## config.mk

```make
export PLATFORM = sky130hd
export DESIGN_NAME = packed_int8_dot_product_requant_core_flat
export DESIGN_NICKNAME = d
export VERILOG_FILES = /design/src/pidp_pkg.sv /design/src/pidp_ifs.sv /design/src/packed_int8_dot_product_requant_core.sv /design/src/pidp_front.sv /design/src/pidp_queue.sv /design/src/pidp_back.sv /design/src/flat_wrapper.sv
export SDC_FILE = /design/constraint.sdc
export NUM_CORES = 2
export LEC_CHECK = 0
export BUFFER_PORTS_ARGS = -buffer_cell sky130_fd_sc_hd__buf_2
export CAP_MARGIN = 40
export CORE_MARGIN = 4
export CORE_UTILIZATION = 30
export CTS_BUF_LIST = sky130_fd_sc_hd__clkbuf_4
export DETAILED_ROUTE_END_ITERATION = 6
export HOLD_SLACK_MARGIN = 0.12
export SETUP_SLACK_MARGIN = 0.3
export SYNTH_ARGS = -nofsm -noshare
export SYNTH_HDL_FRONTEND = slang
export SYNTH_SLANG_ARGS = --single-unit
```

## constraint.sdc

```tcl
create_clock -name clk -period 20.3 [get_ports clk]
set_input_delay 4.06 -clock clk [delete_from_list [all_inputs] [get_ports clk]]
set_output_delay 4.06 -clock clk [all_outputs]
set_load 0.1 [all_outputs]
```

## src/pidp_pkg.sv

```systemverilog
// ----------------------------------------------------------------------------
// Packed int8 dot product package
// Shared constants and types for the packed int8 dot product core.
// ----------------------------------------------------------------------------
`default_nettype none

package pidp_pkg;

  // Number of 16-bit weight slots used from each weight word.
  localparam int DEFAULT_LANES = 4;

  // Snapshots of the accumulator bank that may wait for the result side.
  localparam int QUEUE_DEPTH = 2;

  localparam int SUM_W           = 32;
  localparam int PROD_W          = 16;
  localparam int SCALE_W         = 32;
  localparam int SCALE_FRAC_BITS = 24;

  // Scale of 1.0 in unsigned fixed point with 24 fraction bits.
  localparam logic [SCALE_W-1:0] SCALE_RESET = 32'h0100_0000;

  typedef logic [SUM_W-1:0] sum_t;

  // Fill status of the snapshot queue, seen by both sides.
  typedef struct packed {
    logic nonempty;
    logic full;
  } queue_status_t;

endpackage : pidp_pkg

`default_nettype wire

```

## src/pidp_ifs.sv

```systemverilog
// ----------------------------------------------------------------------------
// Packed int8 dot product channels
// Valid/ready channels for input items, results and the scale register.
// ----------------------------------------------------------------------------
`default_nettype none

interface pidp_item_if;
  logic              valid;
  logic              ready;
  logic signed [7:0] activation;
  logic [63:0]       weight_word;
  logic              last_item;

  modport source (output valid, activation, weight_word, last_item, input ready);
  modport sink   (input valid, activation, weight_word, last_item, output ready);
endinterface : pidp_item_if

interface pidp_result_if;
  logic              valid;
  logic              ready;
  logic signed [7:0] result_value;
  logic [2:0]        result_index;
  logic              last_result;

  modport source (output valid, result_value, result_index, last_result, input ready);
  modport sink   (input valid, result_value, result_index, last_result, output ready);
endinterface : pidp_result_if

interface pidp_cfg_if;
  logic        valid;
  logic        ready;
  logic [31:0] data;

  modport source (output valid, data, input ready);
  modport sink   (input valid, data, output ready);
endinterface : pidp_cfg_if

`default_nettype wire

```

## src/packed_int8_dot_product_requant_core.sv

```systemverilog
// ----------------------------------------------------------------------------
// Packed int8 dot product requantization core
// Dual int8 packed multiply-accumulate with a fixed-point int8 output stage.
// ----------------------------------------------------------------------------
// Usage:
//   The item channel takes one request per cycle: a signed activation, a word
//   of LANES 16-bit slots holding two int8 weights each, and a last flag.
//   Every lane adds activation*low and activation*high into two 32-bit
//   wrapping accumulators. A request with last set closes the dot product:
//   its own products are included, the bank is copied into a two-entry
//   snapshot queue and the accumulators clear for the next dot product.
//   The result channel then delivers 2*LANES requests, one per cycle while
//   result ready holds, in the order low sum then high sum of lane 0, then
//   lane 1 and so on; each is the sum times output_scale (24 fraction bits),
//   truncated toward zero and wrapped to 8 bits. last_result marks the
//   final request of each burst. Throughput is one item per cycle. Results
//   pass stages a and b and the output register. Item ready drops only when
//   a closing item finds both snapshots still waiting for the result side,
//   so a stalled receiver backs up through the queue and then the front.
//   The cfg channel writes output_scale and is always ready; write it only
//   while the block is idle. Reset clears all accumulators, empties the
//   queue and sets the scale to 1.0.
// ----------------------------------------------------------------------------
`default_nettype none

module packed_int8_dot_product_requant_core #(
  parameter int LANES = pidp_pkg::DEFAULT_LANES
) (
  input  logic          clk,
  input  logic          rst,
  pidp_item_if.sink     item,
  pidp_result_if.source result,
  pidp_cfg_if.sink      cfg
);
  import pidp_pkg::*;

  // Scale register: written from the cfg channel, read by the result side.
  logic [SCALE_W-1:0]   output_scale;

  // Snapshot traffic between the accumulator side and the result side.
  queue_status_t        q_status;
  logic                 push;
  logic                 pop;
  sum_t [2*LANES-1:0]   push_sums;
  sum_t [2*LANES-1:0]   head_sums;

  assign cfg.ready = 1'b1;

  always_ff @(posedge clk) begin
    if (rst) begin
      output_scale <= SCALE_RESET;
    end else if (cfg.valid) begin
      output_scale <= cfg.data;
    end
  end

  // Front: packed multiplies and accumulation, one item per cycle while not stalled.
  pidp_front #(
    .LANES (LANES)
  ) u_front (
    .clk       (clk),
    .rst       (rst),
    .item      (item),
    .q_status  (q_status),
    .push      (push),
    .push_sums (push_sums)
  );

  // Queue: lets a burst drain while the next dot product accumulates.
  pidp_queue #(
    .LANES (LANES),
    .DEPTH (QUEUE_DEPTH)
  ) u_queue (
    .clk       (clk),
    .rst       (rst),
    .push      (push),
    .push_sums (push_sums),
    .pop       (pop),
    .head_sums (head_sums),
    .status    (q_status)
  );

  // Back: serializes the snapshot and requantizes each sum.
  pidp_back #(
    .LANES (LANES)
  ) u_back (
    .clk       (clk),
    .rst       (rst),
    .scale     (output_scale),
    .head_sums (head_sums),
    .q_status  (q_status),
    .pop       (pop),
    .result    (result)
  );

endmodule : packed_int8_dot_product_requant_core

`default_nettype wire

```

## src/pidp_front.sv

```systemverilog
// ----------------------------------------------------------------------------
// Packed int8 dot product front end
// Packed lane multiplies and the wrapping accumulator bank.
// ----------------------------------------------------------------------------
`default_nettype none

module pidp_front #(
  parameter int LANES = pidp_pkg::DEFAULT_LANES
) (
  input  logic                        clk,
  input  logic                        rst,
  pidp_item_if.sink                   item,
  input  pidp_pkg::queue_status_t     q_status,
  output logic                        push,
  output pidp_pkg::sum_t [2*LANES-1:0] push_sums
);
  import pidp_pkg::*;

  logic                    stall;
  logic                    s1_valid;
  logic                    s1_last;
  logic [PROD_W-1:0]       s1_lo [LANES];
  logic [PROD_W-1:0]       s1_hi [LANES];
  logic [PROD_W-1:0]       lo_prod [LANES];
  logic [PROD_W-1:0]       hi_prod [LANES];
  sum_t                    acc_lo [LANES];
  sum_t                    acc_hi [LANES];
  sum_t                    sum_lo [LANES];
  sum_t                    sum_hi [LANES];

  // A last request that finds the queue full holds in stage one.
  assign stall      = s1_valid && s1_last && q_status.full;
  assign item.ready = !stall;
  assign push       = s1_valid && s1_last && !q_status.full;

  for (genvar n = 0; n < LANES; n++) begin : g_lane
    logic signed [7:0]  w_hi;
    logic signed [7:0]  w_lo;
    logic signed [24:0] packed_w;
    logic [31:0]        act_ext;
    logic [31:0]        w_ext;
    logic [31:0]        p;

    assign w_hi     = item.weight_word[16*n+8 +: 8];
    assign w_lo     = item.weight_word[16*n +: 8];
    assign packed_w = $signed({w_hi[7], w_hi, 16'h0000}) + $signed({{17{w_lo[7]}}, w_lo});
    assign act_ext  = {{24{item.activation[7]}}, item.activation};
    assign w_ext    = {{7{packed_w[24]}}, packed_w};
    // Only the low 32 bits of the packed product are needed.
    assign p        = act_ext * w_ext;
    assign lo_prod[n] = p[15:0];
    // The high half borrows one when the low product is negative.
    assign hi_prod[n] = p[31:16] + {15'b0, p[15]};

    assign sum_lo[n] = acc_lo[n] + {{(SUM_W-PROD_W){s1_lo[n][PROD_W-1]}}, s1_lo[n]};
    assign sum_hi[n] = acc_hi[n] + {{(SUM_W-PROD_W){s1_hi[n][PROD_W-1]}}, s1_hi[n]};
    assign push_sums[2*n]   = sum_lo[n];
    assign push_sums[2*n+1] = sum_hi[n];

    always_ff @(posedge clk) begin
      if (!stall) begin
        s1_lo[n] <= lo_prod[n];
        s1_hi[n] <= hi_prod[n];
      end
    end

    always_ff @(posedge clk) begin
      if (rst) begin
        acc_lo[n] <= '0;
        acc_hi[n] <= '0;
      end else if (s1_valid && !stall) begin
        acc_lo[n] <= s1_last ? '0 : sum_lo[n];
        acc_hi[n] <= s1_last ? '0 : sum_hi[n];
      end
    end
  end

  always_ff @(posedge clk) begin
    if (rst) begin
      s1_valid <= 1'b0;
    end else if (!stall) begin
      s1_valid <= item.valid;
    end
  end

  always_ff @(posedge clk) begin
    if (!stall) begin
      s1_last <= item.last_item;
    end
  end

endmodule : pidp_front

`default_nettype wire

```

## src/pidp_queue.sv

```systemverilog
// ----------------------------------------------------------------------------
// Packed int8 dot product snapshot queue
// Short queue of finished accumulator banks between the two sides.
// ----------------------------------------------------------------------------
`default_nettype none

module pidp_queue #(
  parameter int LANES = pidp_pkg::DEFAULT_LANES,
  parameter int DEPTH = pidp_pkg::QUEUE_DEPTH
) (
  input  logic                         clk,
  input  logic                         rst,
  input  logic                         push,
  input  pidp_pkg::sum_t [2*LANES-1:0] push_sums,
  input  logic                         pop,
  output pidp_pkg::sum_t [2*LANES-1:0] head_sums,
  output pidp_pkg::queue_status_t      status
);
  import pidp_pkg::*;

  localparam int PTR_W = (DEPTH > 1) ? $clog2(DEPTH) : 1;
  localparam int CNT_W = $clog2(DEPTH + 1);

  sum_t [2*LANES-1:0] entries [DEPTH];
  logic [PTR_W-1:0]   wr_ptr;
  logic [PTR_W-1:0]   rd_ptr;
  logic [CNT_W-1:0]   count;

  assign status.nonempty = (count != '0);
  assign status.full     = (count == CNT_W'(DEPTH));
  assign head_sums       = entries[rd_ptr];

  always_ff @(posedge clk) begin
    if (push) begin
      entries[wr_ptr] <= push_sums;
    end
  end

  always_ff @(posedge clk) begin
    if (rst) begin
      wr_ptr <= '0;
      rd_ptr <= '0;
      count  <= '0;
    end else begin
      if (push) begin
        wr_ptr <= (wr_ptr == PTR_W'(DEPTH - 1)) ? '0 : wr_ptr + 1'b1;
      end
      if (pop) begin
        rd_ptr <= (rd_ptr == PTR_W'(DEPTH - 1)) ? '0 : rd_ptr + 1'b1;
      end
      if (push && !pop) begin
        count <= count + 1'b1;
      end else if (pop && !push) begin
        count <= count - 1'b1;
      end
    end
  end

  a_no_overflow : assert property (@(posedge clk) disable iff (rst)
    status.full |-> !(push && !pop))
    else $error("snapshot queue written while full");

  a_no_underflow : assert property (@(posedge clk) disable iff (rst)
    pop |-> status.nonempty)
    else $error("snapshot queue read while empty");

endmodule : pidp_queue

`default_nettype wire

```

## src/pidp_back.sv

```systemverilog
// ----------------------------------------------------------------------------
// Packed int8 dot product back end
// Walks a snapshot one sum at a time and requantizes it to int8.
// ----------------------------------------------------------------------------
`default_nettype none

module pidp_back #(
  parameter int LANES = pidp_pkg::DEFAULT_LANES
) (
  input  logic                         clk,
  input  logic                         rst,
  input  logic [pidp_pkg::SCALE_W-1:0] scale,
  input  pidp_pkg::sum_t [2*LANES-1:0] head_sums,
  input  pidp_pkg::queue_status_t      q_status,
  output logic                         pop,
  pidp_result_if.source                result
);
  import pidp_pkg::*;

  localparam int              NRES     = 2 * LANES;
  localparam int              SEL_W    = $clog2(NRES);
  localparam logic [SEL_W-1:0] LAST_SEL = SEL_W'(NRES - 1);

  logic                      adv;
  logic                      take;
  logic [SEL_W-1:0]          sel;
  sum_t                      head;
  logic                      a_valid;
  logic                      a_neg;
  sum_t                      a_mag;
  logic [SEL_W-1:0]          a_idx;
  logic                      a_last;
  logic [SUM_W+SCALE_W-1:0]  prod;
  logic                      b_valid;
  logic                      b_neg;
  logic [7:0]                b_q8;
  logic [SEL_W-1:0]          b_idx;
  logic                      b_last;

  // The whole pipe moves while the output register is free or drained.
  assign adv  = !result.valid || result.ready;
  assign take = adv && q_status.nonempty;
  assign pop  = take && (sel == LAST_SEL);
  assign head = head_sums[sel];
  assign prod = {{SCALE_W{1'b0}}, a_mag} * {{SUM_W{1'b0}}, scale};

  always_ff @(posedge clk) begin
    if (rst) begin
      sel           <= '0;
      a_valid       <= 1'b0;
      b_valid       <= 1'b0;
      result.valid  <= 1'b0;
    end else if (adv) begin
      if (take) begin
        sel <= (sel == LAST_SEL) ? '0 : sel + 1'b1;
      end
      a_valid      <= take;
      b_valid      <= a_valid;
      result.valid <= b_valid;
    end
  end

  always_ff @(posedge clk) begin
    if (adv) begin
      a_neg  <= head[SUM_W-1];
      a_mag  <= head[SUM_W-1] ? (~head + 1'b1) : head;
      a_idx  <= sel;
      a_last <= (sel == LAST_SEL);
      // Truncation toward zero works on the magnitude; only 8 bits survive.
      b_q8   <= prod[SCALE_FRAC_BITS +: 8];
      b_neg  <= a_neg;
      b_idx  <= a_idx;
      b_last <= a_last;
      result.result_value <= b_neg ? (~b_q8 + 1'b1) : b_q8;
      result.result_index <= 3'(b_idx);
      result.last_result  <= b_last;
    end
  end

  a_last_is_final_index : assert property (@(posedge clk) disable iff (rst)
    (result.valid && result.last_result) |-> (result.result_index == 3'(NRES - 1)))
    else $error("burst closed on the wrong result index");

  a_sel_idle_at_zero : assert property (@(posedge clk) disable iff (rst)
    !q_status.nonempty |-> (sel == '0))
    else $error("result walk left mid-snapshot with an empty queue");

endmodule : pidp_back

`default_nettype wire
```

## src/flat_wrapper.sv

```systemverilog
// flat-port wrapper written by rule: the top's interface ports become plain ports
module packed_int8_dot_product_requant_core_flat import pidp_pkg::*;
#(
  parameter int LANES = pidp_pkg::DEFAULT_LANES
)
  (clk, rst, item_valid, item_activation, item_weight_word, item_last_item, item_ready, result_valid, result_result_value, result_result_index, result_last_result, result_ready, cfg_valid, cfg_data, cfg_ready);
  pidp_item_if item_i ();
  pidp_result_if result_i ();
  pidp_cfg_if cfg_i ();
  input  logic clk;
  input  logic rst;
  input wire logic [$bits(item_i.valid)-1:0] item_valid;
  input wire logic [$bits(item_i.activation)-1:0] item_activation;
  input wire logic [$bits(item_i.weight_word)-1:0] item_weight_word;
  input wire logic [$bits(item_i.last_item)-1:0] item_last_item;
  output wire logic [$bits(item_i.ready)-1:0] item_ready;
  output wire logic [$bits(result_i.valid)-1:0] result_valid;
  output wire logic [$bits(result_i.result_value)-1:0] result_result_value;
  output wire logic [$bits(result_i.result_index)-1:0] result_result_index;
  output wire logic [$bits(result_i.last_result)-1:0] result_last_result;
  input wire logic [$bits(result_i.ready)-1:0] result_ready;
  input wire logic [$bits(cfg_i.valid)-1:0] cfg_valid;
  input wire logic [$bits(cfg_i.data)-1:0] cfg_data;
  output wire logic [$bits(cfg_i.ready)-1:0] cfg_ready;
  assign item_i.valid = item_valid;
  assign item_i.activation = item_activation;
  assign item_i.weight_word = item_weight_word;
  assign item_i.last_item = item_last_item;
  assign item_ready = item_i.ready;
  assign result_valid = result_i.valid;
  assign result_result_value = result_i.result_value;
  assign result_result_index = result_i.result_index;
  assign result_last_result = result_i.last_result;
  assign result_i.ready = result_ready;
  assign cfg_i.valid = cfg_valid;
  assign cfg_i.data = cfg_data;
  assign cfg_ready = cfg_i.ready;
  packed_int8_dot_product_requant_core #(.LANES(LANES)) u_core (.clk(clk), .rst(rst), .item(item_i), .result(result_i), .cfg(cfg_i));
endmodule
```

### Yosys cells after proc, flatten, opt, wreduce, memory -nomap -nowiden

Memories as Yosys holds them, arrays and structs flattened. A register that Yosys moved wholly into a read port is not among the register bits.
Index checks and enable logic that the tools add are counted.

| word-level totals | value |
|---|---|
| flip-flop bits (word level) | 106 |
| logic and storage cells | 120 |
| memories | 5 |
| output and inout port bits | 15 |
| input bits | 110 |
| latch bits | 0 |
| bits in read-only memories | 0 |
| bits in writable memories | 896 |

Memories:

| name | words | bits a word | rd ports | clocked after memory_dff | wr ports | line | text |
|---|---|---|---|---|---|---|---|
| u_core.u_queue.entries | 2 | 256 | 1 | 1 | 1 | pidp_queue.sv:24 | `sum_t [2*LANES-1:0] entries [DEPTH];` |
| u_core.u_front.acc_hi | 4 | 32 | 4 | 0 | 4 | pidp_front.sv:27 | `sum_t acc_hi [LANES];` |
| u_core.u_front.acc_lo | 4 | 32 | 4 | 0 | 4 | pidp_front.sv:26 | `sum_t acc_lo [LANES];` |
| u_core.u_front.s1_hi | 4 | 16 | 4 | 0 | 4 | pidp_front.sv:23 | `logic [PROD_W-1:0] s1_hi [LANES];` |
| u_core.u_front.s1_lo | 4 | 16 | 4 | 0 | 4 | pidp_front.sv:22 | `logic [PROD_W-1:0] s1_lo [LANES];` |

| operators by class | value |
|---|---|
| multipliers | 5 |
| order comparisons | 1 |
| shift-type cells | 0 |
| add/sub/neg operators | 23 |
| reduce and logical (&&, ||, !) cells | 17 |
| divide/modulo/power cells | 0 |
| eq/ne operators | 2 |
| mux-type cells | 35 |
| bitwise gates (word level) | 10 |

Operator list:

| cell | count |
|---|---|
| $mux W32 | 17 |
| $add A32 B32 Y32 | 8 |
| $mul A8 B25 Y32 | 4 |
| $add A24 B8 Y25 | 4 |
| $bmux W32 S3 | 1 |
| $add A16 B1 Y16 | 4 |
| $add A32 B1 Y32 const B | 1 |
| $mul A32 B32 Y32 | 1 |
| $not A32 Y32 | 1 |
| $mux W31 | 1 |
| $mux W1 | 12 |
| $add A8 B1 Y8 const B | 1 |
| $logic_and A1 B1 Y1 | 8 |
| $mux W8 | 1 |
| $not A8 Y8 | 1 |
| $or A1 B1 Y1 | 8 |
| $logic_not A1 Y1 | 5 |
| $lt A3 B4 Y1 const B | 1 |
| $mux W2 | 2 |
| $reduce_bool A2 Y1 | 2 |
| $add A3 B1 Y3 const B | 1 |
| $eq A3 B3 Y1 const B | 1 |
| $mux W3 | 1 |
| $add A1 B1 Y1 const B | 2 |
| 5 further kinds | 5 |

### Depth between registers and ports, before layout

| depth | value |
|---|---|
| depth in word-level cells | 8 |
| gate-level depth with buffers | 29 |
| gate-level depth less buffers | 29 |

### Hierarchy

Synthesis repeated with hierarchy kept, for this count alone.

| second synthesis, totals | value |
|---|---|
| cell total of the unflattened synthesis | 8371 |
| area total of the unflattened synthesis | 91277.5 sq um |

Modules (own cells, without submodules):

| module | cells an instance | area an instance (sq um) | instances |
|---|---|---|---|
| pidp_front | 5336 | 50995.2 | 1 |
| pidp_back | 2112 | 20334.5 | 1 |
| pidp_queue | 818 | 18770.5 | 1 |
| packed_int8_dot_product_requant_core | 105 | 1177.4 | 1 |

### Worst setup path after synthesis

Ideal clock, no wire load.

| path | value |
|---|---|
| path type | reg-to-reg |
| from | register u_core.u_front.s1_valid |
| to | memory u_core.u_queue.entries[0][0] in the netlist's numbering (enable) |
| required time | 19.111 ns |
| arrival | 17.837 ns |
| stages on the path, launching flop included | 4 |
| library setup time | 1.189 ns |
| path slack | 1.274 ns |
| buffers on the path | 1 |
| clock period less this slack | 19.026 ns |
| cell sequence | dfxtp_1 clkbuf_1 nand2_1 nor3_1 |

| between the ends | value |
|---|---|
| longest elaborated chain between the ends | 4 |

Ends and longest elaborated chain:

| item | line | text |
|---|---|---|
| start: declaration | pidp_front.sv:20 | `logic s1_valid;` |
| start signal: assignment | pidp_front.sv:82 | `s1_valid <= item.valid;` |
| $logic_and A1 B1 Y1 (2 in a row) | pidp_front.sv:34 | `assign push = s1_valid && s1_last && !q_status.full;` |
| $mux W1 | pidp_queue.sv:34 | `if (push) begin` |
| $mux W1 (not written as such) | pidp_queue.sv:35 | `entries[wr_ptr] <= push_sums;` |
| end: declaration | pidp_queue.sv:24 |  |

Every way passes these cells.

==> reports/metrics.yaml <==
cts_buffers: 293
syn_area_per_cell_sq_um: 10.9
synthArstFlopShare_pct: 0
coreArea_sq_um: 300000
vias: 61100
critical_path_class: "input pin to flop"
ys.flop_type: "edfxtp_1"
skew_ps: 232
path_clk_slew_ps: 70
cap_violations: 0
n_fill_cell: 30400
synthDistinctLibCells: 86
tightest_slew_ps: 1060
post-place-ws_ps: 9010
synth_enable_flop_cells: 959
rsz0062_at_grt: "no"
ant_nets: 0
antenna_found_initial: 19
finalSetupViolCount: 0
dieArea_sq_um: 311000
synth_nets: 9998
drt-pass1-iter-count: 6
root_buffer: "clkbuf_4"
syn_area_sq_um: 90700
start_util_pct: 30.2
grt_pass1_vias: 64200
finalWirelength_mm: 222
area_growth_pct: 10.0
h-tree-depth: 5
fin_nets: 10200
critPathLaunchType: "input pin"
post_drt_wl_per_cell_um: 17.5
track_usage_pct: 14.3
worst_ep_arrival_time_ps: 10980
synth_commonest_cells: "inv_1 (1261), edfxtp_1 (959), fa_1 (951)"
hold_ws_ps: 395
yosys.area.top_type: "edfxtp_1"
min_period_ps: 10080
dpl_cell_area_sq_um: 96200
synth_cells: 8292
synth_most_common_cell: "inv_1"
overflow: 0
cts_buffer_depth: 4
drive_gt1_share_pct: 9.57
tns_ps: 0
cts_hold_buf: 0
ios: 125
slew_headroom_pct: 29.2
grt_first_pass_wirelength_mm: 356
drt_iter0_drc: 3948
drv_slew: 0
cp.required_ps: 21200
hp-class: "flop to flop"
remaining_drc_errors: 0
synth_area_leaders: "edfxtp_1 (32%), fa_1 (21%), ha_1 (8.9%), and2_1 (6.5%), inv_1 (5.2%)"
finalHoldViolCount: 0
final_cell_area_sq_um: 99800
ys_ff_latch: 1003
die_x_um: 558
ctsResizeCount: 0
numPortBuffers: 123
cts.sinks: 1003
worstPathMaxFanout: 17
cts_tree: "done"
place.gp.congestion: 0.851
fin_crit_sh_pct: 49.6
clock.fmax_mhz: 99.2
status: "finished, final reports clean"
yosysSeqAreaShare_pct: 32.7
clk_latency_ps: 1390
viasPerCell: 4.82
yosys.area.top_type_share_pct: 31.8
post_cts_buffers: 0
end_kind: "flop"
timing.final.ws_setup_ps: 10220
hpwl_mm: 165
die_y_um: 558
ys_warn_count: 0
rows: 201
grt_max_degree: 143
worst paths after layout:
kind	start	end	slack (ps)	depth (start not counted)
hold reg to reg	u_core.u_back.a_idx[0]	u_core.u_back.b_idx[0]	390	0
setup / recovery	item_weight_word[7]	u_core.u_front.s1_hi[0][14]	10220	28
hold / removal	u_core.u_back.a_idx[0]	u_core.u_back.b_idx[0]	390	0
setup reg to reg	u_core.output_scale[7]	u_core.u_back.b_q8[7]	12130	23
critical path, stage by stage:
cell       delay (ps)
buf_2             210
ha_1              280
fa_1              420
a21o_1            190
a21oi_1           220
o21bai_1           90
a21oi_1           240
xnor2_1           240
and2_1            240
ha_1              270
inv_1              50
fa_1              500
inv_1              50
fa_1              520
inv_1              50
fa_1              470
inv_1              50
ha_1              410
and3_1            240
nand3_1           100
inv_1             120
o2111ai_1         180
a211oi_1          420
nor2_1             90
o311ai_0          580
nand3_1           160
nor4_1            420
xor2_1            110
through the flow:
stage                     std cells  utilization (%)
after floorplan                8292                -
after global placement        12200             31.9
after detailed placement      12200             32.0
after CTS                     12700             33.2
after global routing          12700             33.2
final                         12700             33.2
metal layers:
layer  vias up  wire length, um  GRT usage (%)
met5         -               58              0
met4        10             4870           3.85
met3       321            13500           2.51
met2      1686           103000           23.5
met1     30700           101000           19.5
li1      28400                -              -
registers in the layout (all words and copies together), names as in the netlist, 8 cells and up, named ones only:
name                               count
u_core.u_front.acc_hi                128
u_core.u_front.acc_lo                128
u_core.u_queue.entries               512
u_core.u_back.result.result_value      8
u_core.u_back.b_q8                     8
u_core.u_back.a_mag                   32
u_core.u_front.s1_lo                  64
u_core.output_scale                   32
u_core.u_front.s1_hi                  64
logic make-up (layout without fill, tap and decap cells):
| group | after synthesis | count (layout) | share of synthesized area, % |
|---|---|---|---|
| and+or+nand+nor | 2388 | 2388 | 14.0 |
| adders and majority gates | 1596 | 1596 | 29.9 |
| buffers and inverters | 1526 | 1939 | 6.43 |
| AOI/OAI and AO/OA | 1061 | 1061 | 7.61 |
| DFF | 1003 | 1003 | 32.7 |
| xor gates and xnor gates | 496 | 496 | 4.81 |
| muxes | 221 | 221 | 4.56 |
| other | 1 | 20 | 0.00413 |
placed cells by master (no fill, tap or decap), types with 58 or more instances in the layout:
cell type  synthesis  routed
inv_1           1261    1259
edfxtp_1         959     959
fa_1             951     951
and2_1           941     939
ha_1             645     645
nand2_1          491     490
clkbuf_4           0     403
nor2_1           372     372
xnor2_1          351     351
a21oi_1          299     299
o21ai_0          202     202
mux4_2           150     150
xor2_1           144     144
a21o_1           144     143
buf_2             13     124
nor3_1           116     115
o21a_1            93      93
nand2b_1          81      81
nand3_1           80      79
nor2b_1           68      68
mux2i_1           67      67
and3_1            63      63
buf_4              4      58
cell type report:
cell class / count / area, sq um / share of cell area (%)
Antenna cell: 19 / 47.5 / 0.0476
Clock buffer: 403 / 3030 / 3.03
Clock inverter: 69 / 470 / 0.471
Inverter: 1261 / 4730 / 4.74
Multi-Input combinational cell: 5763 / 55200 / 55.3
Sequential cell: 1003 / 29700 / 29.8
Tap cell: 3958 / 4950 / 4.96
Timing Repair Buffer: 206 / 1640 / 1.65
Power is not shown: default switching activity piles up to over one toggle a cycle in this logic, so the estimate is an artifact.
